<file path="config.mk">
export PLATFORM = sky130hd
export DESIGN_NAME = vap_front
export DESIGN_NICKNAME = d
export VERILOG_FILES = /design/src/rtl/core/vap_pkg.sv /design/src/rtl/core/vap_front.sv
export SDC_FILE = /design/constraint.sdc
export NUM_CORES = 1
export LEC_CHECK = 0
export BUFFER_PORTS_ARGS = -buffer_cell sky130_fd_sc_hd__buf_2
export CORE_AREA = 5 5 106 128
export DETAILED_ROUTE_END_ITERATION = 7
export DIE_AREA = 0 0 111 133
export PLACE_DENSITY = 0.78
export REMOVE_ABC_BUFFERS = 1
export SYNTH_ARGS = -nofsm -noshare
export SYNTH_HDL_FRONTEND = slang
export SYNTH_SLANG_ARGS = --single-unit
</file>
<file path="constraint.sdc">
create_clock -name clk -period 9.1 [get_ports clk]
set_input_delay 1.82 -clock clk [delete_from_list [all_inputs] [get_ports clk]]
set_output_delay 1.82 -clock clk [all_outputs]
set_load 0.1 [all_outputs]
</file>
<file path="src/rtl/core/vap_pkg.sv">
// Shared types and constants for the average intensity projection block.
// No dependencies; every other file imports this package.
package vap_pkg;

  localparam int MAX_SIDE    = 256;
  localparam int SIDE_BITS   = 8;
  localparam int SIZE_BITS   = 9;
  localparam int SAMPLE_BITS = 16;
  localparam int SUM_BITS    = 25;
  localparam int MAG_BITS    = 24;
  localparam int IDX_BITS    = 2 * SIDE_BITS;
  localparam int MEM_DEPTH   = MAX_SIDE * MAX_SIDE;
  localparam int Q_DEPTH     = 4;
  localparam int Q_PTR_BITS  = 2;
  localparam int Q_CNT_BITS  = 3;
  localparam int ADDR_BITS   = 5;
  localparam int DATA_BITS   = 32;
  localparam int CNT_BITS    = 5;

  localparam logic signed [SAMPLE_BITS-1:0] FLOOR_LEVEL = -16'sd500;

  typedef enum logic [2:0] {
    REG_AXIS_MODE    = 3'd0,
    REG_SIZE_X       = 3'd1,
    REG_SIZE_Y       = 3'd2,
    REG_SIZE_Z       = 3'd3,
    REG_SUB_RANGE_ON = 3'd4,
    REG_RANGE_FIRST  = 3'd5,
    REG_RANGE_END    = 3'd6
  } reg_idx_t;

  typedef enum logic [1:0] {
    AXIS_X = 2'd0,
    AXIS_Y = 2'd1,
    AXIS_Z = 2'd2
  } axis_t;

  typedef enum logic [1:0] {
    DIV_IDLE,
    DIV_RUN,
    DIV_DONE
  } div_state_t;

  // one classified voxel, front to back
  typedef struct packed {
    logic [IDX_BITS-1:0]           idx;
    logic                          first;
    logic                          in_range;
    logic                          last;
    logic signed [SAMPLE_BITS-1:0] sample;
    logic                          err;
    logic [SIZE_BITS-1:0]          len;
    logic                          done;
  } vap_entry_t;

  // finished pixel sum, accumulator to divider
  typedef struct packed {
    logic signed [SUM_BITS-1:0] sum;
    logic [SIZE_BITS-1:0]       len;
    logic                       err;
    logic [IDX_BITS-1:0]        idx;
    logic                       done;
  } div_req_t;

endpackage

</file>
<file path="src/rtl/core/vap_front.sv">
// Front end: configuration registers, raster position counters and voxel
// classification into queue entries. Depends on vap_pkg.
module vap_front import vap_pkg::*; (
  input  logic                          clk,
  input  logic                          rst,
  input  logic                          psel,
  input  logic                          penable,
  input  logic                          pwrite,
  input  logic [ADDR_BITS-1:0]          paddr,
  input  logic [DATA_BITS-1:0]          pwdata,
  output logic [DATA_BITS-1:0]          prdata,
  output logic                          pready,
  input  logic                          push,
  input  logic signed [SAMPLE_BITS-1:0] voxel,
  output logic                          full,
  input  logic                          q_full,
  output logic                          q_push,
  output vap_entry_t                    q_entry
);

  logic [1:0]           axis_mode;
  logic [SIZE_BITS-1:0] size_x;
  logic [SIZE_BITS-1:0] size_y;
  logic [SIZE_BITS-1:0] size_z;
  logic                 sub_range_on;
  logic [SIZE_BITS-1:0] range_first;
  logic [SIZE_BITS-1:0] range_end;

  logic [SIDE_BITS-1:0] pos_x, pos_x_next;
  logic [SIDE_BITS-1:0] pos_y, pos_y_next;
  logic [SIDE_BITS-1:0] pos_z, pos_z_next;

  logic [SIZE_BITS-1:0] sx, sy, sz, asize, lo, hi;
  logic [SIDE_BITS-1:0] a, col, row;
  logic signed [SIZE_BITS:0] len;
  logic                 x_wrap, y_wrap, z_wrap;
  logic                 wr_en;
  reg_idx_t             reg_idx;

  function automatic logic [SIZE_BITS-1:0] eff_size(input logic [SIZE_BITS-1:0] s);
    logic [SIZE_BITS-1:0] r;
    r = s;
    if (s == '0) r = SIZE_BITS'(1);
    else if (s > SIZE_BITS'(MAX_SIDE)) r = SIZE_BITS'(MAX_SIDE);
    return r;
  endfunction

  assign pready  = 1'b1;
  assign wr_en   = psel && penable && pwrite;
  assign reg_idx = reg_idx_t'(paddr[ADDR_BITS-1:2]);

  always_ff @(posedge clk) begin
    if (rst) begin
      axis_mode    <= AXIS_X;
      size_x       <= SIZE_BITS'(MAX_SIDE);
      size_y       <= SIZE_BITS'(MAX_SIDE);
      size_z       <= SIZE_BITS'(MAX_SIDE);
      sub_range_on <= 1'b0;
      range_first  <= '0;
      range_end    <= SIZE_BITS'(MAX_SIDE);
    end else if (wr_en) begin
      unique case (reg_idx)
        REG_AXIS_MODE:    axis_mode    <= pwdata[1:0];
        REG_SIZE_X:       size_x       <= pwdata[SIZE_BITS-1:0];
        REG_SIZE_Y:       size_y       <= pwdata[SIZE_BITS-1:0];
        REG_SIZE_Z:       size_z       <= pwdata[SIZE_BITS-1:0];
        REG_SUB_RANGE_ON: sub_range_on <= pwdata[0];
        REG_RANGE_FIRST:  range_first  <= pwdata[SIZE_BITS-1:0];
        REG_RANGE_END:    range_end    <= pwdata[SIZE_BITS-1:0];
        default: ;
      endcase
    end
  end

  always_comb begin
    unique case (reg_idx)
      REG_AXIS_MODE:    prdata = DATA_BITS'(axis_mode);
      REG_SIZE_X:       prdata = DATA_BITS'(size_x);
      REG_SIZE_Y:       prdata = DATA_BITS'(size_y);
      REG_SIZE_Z:       prdata = DATA_BITS'(size_z);
      REG_SUB_RANGE_ON: prdata = DATA_BITS'(sub_range_on);
      REG_RANGE_FIRST:  prdata = DATA_BITS'(range_first);
      REG_RANGE_END:    prdata = DATA_BITS'(range_end);
      default:          prdata = '0;
    endcase
  end

  // classification
  always_comb begin
    sx = eff_size(size_x);
    sy = eff_size(size_y);
    sz = eff_size(size_z);
    unique case (axis_mode)
      AXIS_X: begin
        a = pos_x; asize = sx; col = pos_y; row = pos_z;
      end
      AXIS_Y: begin
        a = pos_y; asize = sy; col = pos_x; row = pos_z;
      end
      default: begin
        a = pos_z; asize = sz; col = pos_x; row = pos_y;
      end
    endcase
    if (sub_range_on) begin
      lo = range_first;
      hi = (range_end < asize) ? range_end : asize;
    end else begin
      lo = '0;
      hi = asize;
    end
    len = $signed({1'b0, hi}) - $signed({1'b0, lo});

    x_wrap = ({1'b0, pos_x} + SIZE_BITS'(1)) >= sx;
    y_wrap = ({1'b0, pos_y} + SIZE_BITS'(1)) >= sy;
    z_wrap = ({1'b0, pos_z} + SIZE_BITS'(1)) >= sz;

    q_entry.idx      = {row, col};
    q_entry.first    = (a == '0);
    q_entry.in_range = ({1'b0, a} >= lo) && ({1'b0, a} < hi);
    q_entry.last     = ({1'b0, a} == (asize - SIZE_BITS'(1)));
    q_entry.sample   = (voxel < FLOOR_LEVEL) ? FLOOR_LEVEL : voxel;
    q_entry.err      = len[SIZE_BITS] || (len == '0);
    q_entry.len      = len[SIZE_BITS-1:0];
    q_entry.done     = x_wrap && y_wrap && z_wrap;
  end

  assign full   = q_full;
  assign q_push = push && !q_full;

  always_comb begin
    pos_x_next = pos_x;
    pos_y_next = pos_y;
    pos_z_next = pos_z;
    if (q_push) begin
      if (x_wrap) begin
        pos_x_next = '0;
        if (y_wrap) begin
          pos_y_next = '0;
          pos_z_next = z_wrap ? '0 : pos_z + SIDE_BITS'(1);
        end else begin
          pos_y_next = pos_y + SIDE_BITS'(1);
        end
      end else begin
        pos_x_next = pos_x + SIDE_BITS'(1);
      end
    end
  end

  always_ff @(posedge clk) begin
    if (rst) begin
      pos_x <= '0;
      pos_y <= '0;
      pos_z <= '0;
    end else begin
      pos_x <= pos_x_next;
      pos_y <= pos_y_next;
      pos_z <= pos_z_next;
    end
  end

endmodule

</file>
==> run_summary.xml, run 1 <==
<?xml version="1.0" encoding="UTF-8"?>
<metrics>
  <group name="outcome">
    <metric name="status" unit="">finished, final reports clean</metric>
  </group>
  <group name="sta">
    <metric name="final.period_utilization" unit="">0.862</metric>
    <metric name="hold_viol" unit="">0</metric>
    <metric name="fin_worst_hold_slack" unit="ns">0.538</metric>
    <metric name="maxSlewViolCount" unit="">0</metric>
    <metric name="rsz_0062_raised_after_global_routing" unit="">no</metric>
    <metric name="total_neg_setup_slack" unit="ns">0</metric>
    <metric name="timing.slew.headroom" unit="">0.235</metric>
    <metric name="setup_viol" unit="">0</metric>
    <metric name="finalClockSkew" unit="ns">0.00668</metric>
    <metric name="post_layout_min_period" unit="ns">7.85</metric>
    <metric name="fmaxAchievable" unit="GHz">0.127</metric>
    <metric name="worstMarginPinSlew" unit="ns">1.14</metric>
  </group>
  <group name="pwr">
    <metric name="combPwrFrac" unit="">0.184</metric>
    <metric name="net-switching-power" unit="mW">0.277</metric>
    <metric name="ir_drop" unit="V">0.0000851</metric>
    <metric name="net_switching_share_of_the_total_power" unit="">0.321</metric>
    <metric name="power.clock.fraction" unit="">0.445</metric>
    <metric name="power.density" unit="nW/µm²">120</metric>
    <metric name="internal-power" unit="mW">0.588</metric>
    <metric name="sequentialPowerShare" unit="">0.371</metric>
    <metric name="cellLeakagePower" unit="nW">3.21</metric>
  </group>
  <group name="clock_network">
    <metric name="htree_num_levels" unit="">3</metric>
    <metric name="cts.reportedPaths.clkPinSlew" unit="ns">0.06</metric>
    <metric name="clk_root_buffer_cell" unit="">sky130_fd_sc_hd__clkbuf_16</metric>
    <metric name="cts_buffers" unit="">9</metric>
    <metric name="worstSkewPairLatency" unit="ns">0.34</metric>
    <metric name="clock-sinks" unit="">72</metric>
    <metric name="holdBufCountCts" unit="">0</metric>
    <metric name="cts-root-to-sink-buffers" unit="">2</metric>
    <metric name="tritoncts_clock_tree" unit="">built</metric>
    <metric name="post_cts.resized_instances" unit="">0</metric>
    <metric name="post-cts-setup-buffers" unit="">0</metric>
  </group>
  <group name="synth">
    <metric name="postSynth.asyncResetShare" unit="">0</metric>
    <metric name="synth_cell_types" unit="">64</metric>
    <metric name="post_synth.cell_area_avg" unit="µm²">8.02</metric>
    <metric name="synth-warning-count" unit="">0</metric>
    <metric name="mappedNetlistArea" unit="µm²">6390</metric>
    <metric name="synth-main-ff-cell" unit="">sky130_fd_sc_hd__dfxtp_1</metric>
    <metric name="synth_register_bits" unit="">72</metric>
    <metric name="synth_sequential_area_ratio" unit="">0.226</metric>
    <metric name="synth-edff-count" unit="">0</metric>
    <metric name="synthesis.instances" unit="">797</metric>
  </group>
  <group name="critical_path">
    <metric name="worstPathMaxFanout" unit="">40</metric>
    <metric name="rr_startpoint" unit="">size_z[5]</metric>
    <metric name="critical_path_arrival" unit="ns">6.03</metric>
    <metric name="timing.critical_path.to_type" unit="">output port</metric>
    <metric name="crit_path_start_kind" unit="">flip-flop</metric>
    <metric name="crit-reg2reg-capture" unit="">pos_z[6]</metric>
    <metric name="worst-setup-path-type" unit="">reg2out</metric>
    <metric name="r2r_setup_slack" unit="ns">5.34</metric>
    <metric name="critical_path_required" unit="ns">7.28</metric>
    <metric name="r2r_cells" unit="">15</metric>
  </group>
  <group name="cells_and_area">
    <metric name="finalNonFillerCells" unit="">1037</metric>
    <metric name="final_util" unit="">0.582</metric>
    <metric name="layout.nets" unit="">988</metric>
    <metric name="finalInstanceArea" unit="µm²">7180</metric>
    <metric name="relative_area_change_from_synthesis_to_final_layout" unit="%">12.4</metric>
    <metric name="antenna_cells_inserted" unit="">0</metric>
    <metric name="layout.area.seq" unit="µm²">1440</metric>
    <metric name="final_layout_size_suffix_gt1_frac" unit="">0.179</metric>
    <metric name="multiInputGateArea" unit="µm²">4580</metric>
    <metric name="final_common_cell" unit="">sky130_fd_sc_hd__nor2_1</metric>
    <metric name="layout_common_cells" unit="">93 x sky130_fd_sc_hd__nor2_1, 91 x sky130_fd_sc_hd__buf_2, 78 x sky130_fd_sc_hd__mux2i_1, 72 x sky130_fd_sc_hd__dfxtp_1, 70 x sky130_fd_sc_hd__nand2_1</metric>
    <metric name="nFillCells" unit="">1129</metric>
  </group>
  <group name="global_routing">
    <metric name="grt_pass1_wl" unit="µm">27200</metric>
    <metric name="globalRoute.totalOverflow" unit="">0</metric>
    <metric name="grt_pass1_vias" unit="">5461</metric>
    <metric name="maximum_number_of_pins_on_one_net_before_global_route_repair" unit="">73</metric>
    <metric name="grt_use_total" unit="">0.224</metric>
    <metric name="grt_antenna_before_repair" unit="">0</metric>
  </group>
  <group name="drt">
    <metric name="routed_wirelength" unit="µm">17000</metric>
    <metric name="antenna_left" unit="">0</metric>
    <metric name="route.detailed.wl_per_inst" unit="µm">16.4</metric>
    <metric name="drt_drc_violations_left" unit="">0</metric>
    <metric name="post_detailed_route_via_to_cell_ratio" unit="">5.70</metric>
    <metric name="firstDrtPassIters" unit="">5</metric>
    <metric name="drtIter0Drc" unit="">413</metric>
    <metric name="vias" unit="">5908</metric>
  </group>
  <group name="floorplan">
    <metric name="die_h" unit="µm">133</metric>
    <metric name="core_area" unit="µm²">12300</metric>
    <metric name="dieWidth" unit="µm">111</metric>
    <metric name="row_count" unit="">45</metric>
    <metric name="start_util" unit="">0.518</metric>
    <metric name="fp.dieArea" unit="µm²">14800</metric>
    <metric name="boundaryPins" unit="">141</metric>
  </group>
  <group name="place">
    <metric name="post_dp_cell_area" unit="µm²">6860</metric>
    <metric name="buffer_ports.inserted" unit="">91</metric>
    <metric name="placed_cells_incl_taps" unit="">1021</metric>
    <metric name="gp_routability_congestion" unit="">0.903</metric>
    <metric name="dp.final_hpwl" unit="µm">12900</metric>
  </group>
  <group name="worst_hold_path">
    <metric name="holdPathStages" unit="">2</metric>
    <metric name="hp-start" unit="">pos_z[1]</metric>
    <metric name="worstHoldEndpoint" unit="">pos_z[1]</metric>
    <metric name="hp-class" unit="">reg2reg</metric>
  </group>
  <group name="flow_run">
    <metric name="drv.max_cap_violation_count" unit="">0</metric>
  </group>
</metrics>
## critical path, stage by stage, from the launching register on
cell and delay (ns):
sky130_fd_sc_hd__dfxtp_1 0.31, sky130_fd_sc_hd__buf_4 0.38, sky130_fd_sc_hd__inv_1 0.25, sky130_fd_sc_hd__o21ai_0 0.48
sky130_fd_sc_hd__inv_1 0.12, sky130_fd_sc_hd__ha_1 0.32, sky130_fd_sc_hd__a211oi_1 0.06, sky130_fd_sc_hd__o21ai_0 0.34
sky130_fd_sc_hd__nor2_1 0.12, sky130_fd_sc_hd__a22oi_4 0.44, sky130_fd_sc_hd__mux2_2 0.44, sky130_fd_sc_hd__inv_1 0.07
sky130_fd_sc_hd__ha_1 0.22, sky130_fd_sc_hd__nor2b_1 0.13, sky130_fd_sc_hd__o21ai_0 0.14, sky130_fd_sc_hd__nand2b_1 0.13
sky130_fd_sc_hd__nand2_1 0.10, sky130_fd_sc_hd__nor2_1 0.04, sky130_fd_sc_hd__a31oi_1 0.21, sky130_fd_sc_hd__a32oi_1 0.15
sky130_fd_sc_hd__xnor2_1 0.18, sky130_fd_sc_hd__nor4b_2 0.29, sky130_fd_sc_hd__nand2b_1 0.10, sky130_fd_sc_hd__o31ai_2 0.19
sky130_fd_sc_hd__buf_2 0.46
## per-layer routing
metal | vias up | wire length [µm] | global-route usage
met4 | 0 | 592 | 0.0972
met5 | - | 0 | 0
met3 | 47 | 1040 | 0.0453
met1 | 2734 | 7290 | 0.277
li1 | 2921 | - | -
met2 | 206 | 8090 | 0.376
## worst max-delay path by stage
stage          slack (ns)  cells past startpoint          end         start
6_report             1.25                     24  q_entry[10]  axis_mode[1]
5_1_grt              0.75                     24  q_entry[10]  axis_mode[1]
4_1_cts              1.27                     24  q_entry[10]  axis_mode[1]
3_5_place_dp         1.64                     24  q_entry[10]  axis_mode[1]
3_3_place_gp         1.77                     24  q_entry[10]  axis_mode[1]
2_1_floorplan        0.43                     22  q_entry[10]  axis_mode[1]
## state kept, by name, indices dropped and copies added, names as in the netlist
| signal | count |
|---|---|
| size_z | 9 |
| size_y | 9 |
| size_x | 9 |
| pos_y | 8 |
| range_first | 9 |
| sub_range_on | 1 |
| axis_mode | 2 |
| range_end | 9 |
| pos_x | 8 |
| pos_z | 8 |
## cell usage after synthesis (3+ instances only)
master,number,share of area
sky130_fd_sc_hd__inv_1,33,0.019
sky130_fd_sc_hd__nor4_1,8,0.0078
sky130_fd_sc_hd__clkbuf_1,23,0.014
sky130_fd_sc_hd__nand2_1,70,0.041
sky130_fd_sc_hd__and3_1,12,0.012
sky130_fd_sc_hd__mux2_2,21,0.037
sky130_fd_sc_hd__nand3_1,13,0.010
sky130_fd_sc_hd__nor2b_1,14,0.014
sky130_fd_sc_hd__or2_2,9,0.0088
sky130_fd_sc_hd__or3_1,3,0.0029
sky130_fd_sc_hd__buf_1,6,0.0035
sky130_fd_sc_hd__buf_4,25,0.029
sky130_fd_sc_hd__a311oi_1,3,0.0041
sky130_fd_sc_hd__xor2_1,16,0.022
sky130_fd_sc_hd__o21ai_0,38,0.030
sky130_fd_sc_hd__a31oi_1,4,0.0039
sky130_fd_sc_hd__xnor2_1,21,0.029
sky130_fd_sc_hd__a21o_1,19,0.022
sky130_fd_sc_hd__a21oi_1,45,0.035
sky130_fd_sc_hd__dfxtp_1,72,0.23
sky130_fd_sc_hd__nand3b_1,10,0.012
sky130_fd_sc_hd__ha_1,59,0.12
sky130_fd_sc_hd__mux2i_1,78,0.12
sky130_fd_sc_hd__a211o_1,5,0.0069
sky130_fd_sc_hd__buf_2,6,0.0047
sky130_fd_sc_hd__nand4_1,3,0.0029
sky130_fd_sc_hd__nor2_1,93,0.055
sky130_fd_sc_hd__o21ai_1,7,0.0055
sky130_fd_sc_hd__a221oi_1,3,0.0041
sky130_fd_sc_hd__nor3_1,15,0.012
sky130_fd_sc_hd__a22oi_1,8,0.0094
sky130_fd_sc_hd__nand2b_1,16,0.016
## power by group through the flow
stage | clock network (mW) | registers (mW) | logic, mW
floorplan | 0 | 0.327 | 0.122
global placement | 0 | 0.328 | 0.157
detailed placement | 0 | 0.328 | 0.158
CTS | 0.391 | 0.321 | 0.159
global route | 0.403 | 0.321 | 0.166
finish | 0.385 | 0.321 | 0.159
## area by class of cell
class	count	area share
multi-input cells	653	0.637
repair buffers	98	0.0707
inverters	34	0.0178
clock inverters	6	0.0131
flip-flops and latches	72	0.201
clock buffers	10	0.0319
well taps	164	0.0286
## kinds of logic (layout without fill, tap and decap cells)
kind of cell               Yosys count  count (layout)  share of synthesized area
AOI/OAI and AO/OA                  154             154                      0.159
xor gates and xnor gates            37              37                     0.0507
adders and majority gates           61              61                      0.120
buffers and inverters               94             148                     0.0711
DFF                                 72              72                      0.226
muxes                              100             100                      0.163
other                                2              24                    0.00118
and+or+nand+nor                    277             277                      0.209
## metrics by stage
step           power, mW  worst slack (ns)
2_1_floorplan      0.449             0.432
3_3_place_gp       0.485              1.77
3_5_place_dp       0.486              1.64
4_1_cts            0.871              1.27
5_1_grt            0.891             0.755
6_report           0.865              1.25
Power figures use the tool's default switching activity.
==> run 2: changes to the inputs <==
- CELL_PAD_IN_SITES_DETAIL_PLACEMENT: not set -> 0
- CELL_PAD_IN_SITES_GLOBAL_PLACEMENT: not set -> 1
- CORE_AREA: 5 5 106 128 -> 5 5 117 141
- DIE_AREA: 0 0 111 133 -> 0 0 122 146
- PLACE_DENSITY: 0.78 -> 0.85
==> run_summary.xml, run 2 (synthesized netlist as in run 1, its figures left out) <==
<?xml version="1.0" encoding="UTF-8"?>
<metrics>
  <group name="critical_path">
    <metric name="path_cells" unit="">buf_4, mux2i_1, nand2_1, o21ai_1, inv_1, ha_1, o2111a_1, o2111ai_2, a22oi_4, mux2_2, inv_1, ha_1, nor2b_1, o21ai_0, nand2b_1, nand2_1, nor2_1, a31oi_1, a32oi_1, xnor2_1, nor4b_2, nand2b_1, o31ai_2, buf_2</metric>
    <metric name="buffers_inverters_on_critical_path" unit="">4</metric>
    <metric name="crit-reg2reg-capture" unit="">pos_z[4]</metric>
    <metric name="crit_path_start_kind" unit="">flip-flop</metric>
    <metric name="slowest_stage" unit="">sky130_fd_sc_hd__dfxtp_1</metric>
    <metric name="timing.critical_path.to_type" unit="">output port</metric>
    <metric name="worst_path_dominant_cell_family" unit="">compound AO/OA/AOI/OAI gates</metric>
    <metric name="r2r_cells" unit="">15</metric>
    <metric name="r2r_setup_slack" unit="ns">5.28</metric>
    <metric name="rr_startpoint" unit="">size_z[5]</metric>
    <metric name="worstPathMaxFanout" unit="">14</metric>
    <metric name="worst-setup-path-type" unit="">reg2out</metric>
    <metric name="critical_path_arrival" unit="ns">6.12</metric>
    <metric name="critical_path_required" unit="ns">7.28</metric>
    <metric name="cp_slowest_stage_delay" unit="ns">0.65</metric>
  </group>
  <group name="global_routing">
    <metric name="grt_use_total" unit="">0.200</metric>
    <metric name="maximum_number_of_pins_on_one_net_before_global_route_repair" unit="">73</metric>
    <metric name="grt_pass1_vias" unit="">5504</metric>
    <metric name="grt_antenna_before_repair" unit="">0</metric>
    <metric name="grt_pass1_wl" unit="µm">28500</metric>
    <metric name="globalRoute.totalOverflow" unit="">0</metric>
  </group>
  <group name="pwr">
    <metric name="ir_drop" unit="V">0.0000871</metric>
    <metric name="power" unit="mW">0.837</metric>
    <metric name="power.density" unit="nW/µm²">116</metric>
    <metric name="cellLeakagePower" unit="nW">3.20</metric>
  </group>
  <group name="sta">
    <metric name="total_neg_setup_slack" unit="ns">0</metric>
    <metric name="post_layout_min_period" unit="ns">7.94</metric>
    <metric name="finalClockSkew" unit="ns">0.00652</metric>
    <metric name="maxSlewViolCount" unit="">0</metric>
    <metric name="fmaxAchievable" unit="GHz">0.126</metric>
    <metric name="rsz_0062_raised_after_global_routing" unit="">no</metric>
    <metric name="timing.slew.headroom" unit="">0.219</metric>
    <metric name="hold_viol" unit="">0</metric>
    <metric name="setup_viol" unit="">0</metric>
    <metric name="final.period_utilization" unit="">0.873</metric>
    <metric name="worstMarginPinSlew" unit="ns">1.16</metric>
  </group>
  <group name="clock_network">
    <metric name="post_cts.resized_instances" unit="">0</metric>
    <metric name="htree_num_levels" unit="">3</metric>
    <metric name="cts.reportedPaths.clkPinSlew" unit="ns">0.06</metric>
    <metric name="cts_buffers" unit="">9</metric>
    <metric name="holdBufCountCts" unit="">0</metric>
    <metric name="cts-root-to-sink-buffers" unit="">2</metric>
    <metric name="clk_root_buffer_cell" unit="">sky130_fd_sc_hd__clkbuf_16</metric>
    <metric name="clock-sinks" unit="">72</metric>
    <metric name="post-cts-setup-buffers" unit="">0</metric>
    <metric name="tritoncts_clock_tree" unit="">built</metric>
    <metric name="worstSkewPairLatency" unit="ns">0.34</metric>
  </group>
  <group name="drt">
    <metric name="vias" unit="">5833</metric>
    <metric name="route.detailed.wl_per_inst" unit="µm">16.7</metric>
    <metric name="post_detailed_route_via_to_cell_ratio" unit="">5.41</metric>
    <metric name="firstDrtPassIters" unit="">5</metric>
    <metric name="drt_drc_violations_left" unit="">0</metric>
    <metric name="antenna_left" unit="">0</metric>
    <metric name="drtIter0Drc" unit="">315</metric>
    <metric name="routed_wirelength" unit="µm">18000</metric>
  </group>
  <group name="cells_and_area">
    <metric name="final_common_cell" unit="">sky130_fd_sc_hd__nor2_1</metric>
    <metric name="antenna_cells_inserted" unit="">0</metric>
    <metric name="layout.nets" unit="">989</metric>
    <metric name="relative_area_change_from_synthesis_to_final_layout" unit="%">13.0</metric>
    <metric name="layout_common_cells" unit="">93 x sky130_fd_sc_hd__nor2_1, 91 x sky130_fd_sc_hd__buf_2, 78 x sky130_fd_sc_hd__mux2i_1, 72 x sky130_fd_sc_hd__dfxtp_1, 70 x sky130_fd_sc_hd__nand2_1</metric>
    <metric name="final_layout_size_suffix_gt1_frac" unit="">0.182</metric>
  </group>
  <group name="flow_run">
    <metric name="drv.max_cap_violation_count" unit="">0</metric>
  </group>
  <group name="floorplan">
    <metric name="start_util" unit="">0.429</metric>
    <metric name="row_count" unit="">49</metric>
    <metric name="dieWidth" unit="µm">122</metric>
    <metric name="fp.dieArea" unit="µm²">17800</metric>
    <metric name="die_h" unit="µm">146</metric>
    <metric name="core_area" unit="µm²">14900</metric>
    <metric name="boundaryPins" unit="">141</metric>
  </group>
  <group name="worst_hold_path">
    <metric name="hp-class" unit="">reg2reg</metric>
    <metric name="holdPathStages" unit="">2</metric>
    <metric name="hp-start" unit="">pos_z[7]</metric>
    <metric name="worstHoldEndpoint" unit="">pos_z[7]</metric>
  </group>
  <group name="place">
    <metric name="dp.final_hpwl" unit="µm">14100</metric>
    <metric name="buffer_ports.inserted" unit="">91</metric>
    <metric name="gp_routability_congestion" unit="">0.859</metric>
  </group>
  <group name="outcome">
    <metric name="status" unit="">finished, final reports clean</metric>
  </group>
</metrics>
==> run 2: cell count changes in the layout (fill, tap and decap cells not counted), sizes merged <==
cell	delta
bufinv	-1
clkinvlp	+1
buf	+1
clkbuf	-1
clkinv	+1
==> run 2: layer usage <==
metal	vias up	GRT usage	wire [µm]
met3	24	0.0330	975
met1	2714	0.251	8020
met5	-	0	0
met2	176	0.348	8720
met4	0	0.0617	335
li1	2919	-	-
==> run 2: how the worst max path moves through the flow <==
| stage | depth (start not counted) | slack, ns | end | from |
|---|---|---|---|---|
| global route | 24 | 0.69 | q_entry[10] | axis_mode[0] |
| detailed placement | 24 | 1.51 | q_entry[10] | axis_mode[0] |
| finish | 24 | 1.16 | q_entry[10] | axis_mode[0] |
| global placement | 24 | 1.55 | q_entry[10] | axis_mode[0] |
| CTS | 24 | 1.12 | q_entry[10] | axis_mode[0] |
| floorplan | 22 | 0.43 | q_entry[10] | axis_mode[1] |
==> run 2: area by class of cell <==
cell class | instances | area, µm²
fill | 1514 | 7680
clock inverter | 7 | 72.6
inverter | 34 | 128
clock buffer | 9 | 225
sequential | 72 | 1440
multi-input combinational | 653 | 4580
timing repair buffer | 99 | 515
tap | 204 | 255
==> run 2: power by group <==
part / internal (mW) / total (mW) / switching [mW]
Sequential: 0.317 / 0.321 / 0.00353
Combinational: 0.0290 / 0.159 / 0.130
Clock: 0.212 / 0.357 / 0.145
==> run 2: worst reg2reg max path: stages, from the launching register on <==
cell	delay, ns
sky130_fd_sc_hd__dfxtp_1	0.36
sky130_fd_sc_hd__nor4_1	0.45
sky130_fd_sc_hd__a21oi_1	0.12
sky130_fd_sc_hd__nor2_1	0.16
sky130_fd_sc_hd__ha_1	0.25
sky130_fd_sc_hd__nand2b_1	0.14
sky130_fd_sc_hd__a21o_1	0.19
sky130_fd_sc_hd__a21o_1	0.17
sky130_fd_sc_hd__a21o_1	0.17
sky130_fd_sc_hd__a21o_1	0.17
sky130_fd_sc_hd__a21o_1	0.16
sky130_fd_sc_hd__a21oi_1	0.14
sky130_fd_sc_hd__o21ai_1	0.25
sky130_fd_sc_hd__nor3b_1	0.71
sky130_fd_sc_hd__nand3b_1	0.15
sky130_fd_sc_hd__a21oi_1	0.17
==> run 2: metrics by stage <==
stage	std cells	hold WS [ns]	worst slack (ns)	util	instance area, µm²
finish	1078	0.519	1.16	0.485	7220
global placement	1062	0.510	1.55	0.465	6920
global route	1078	0.543	0.689	0.485	7220
floorplan	759	0.461	0.432	-	6150
CTS	1078	0.531	1.12	0.485	7220
detailed placement	1062	0.523	1.51	0.465	6920
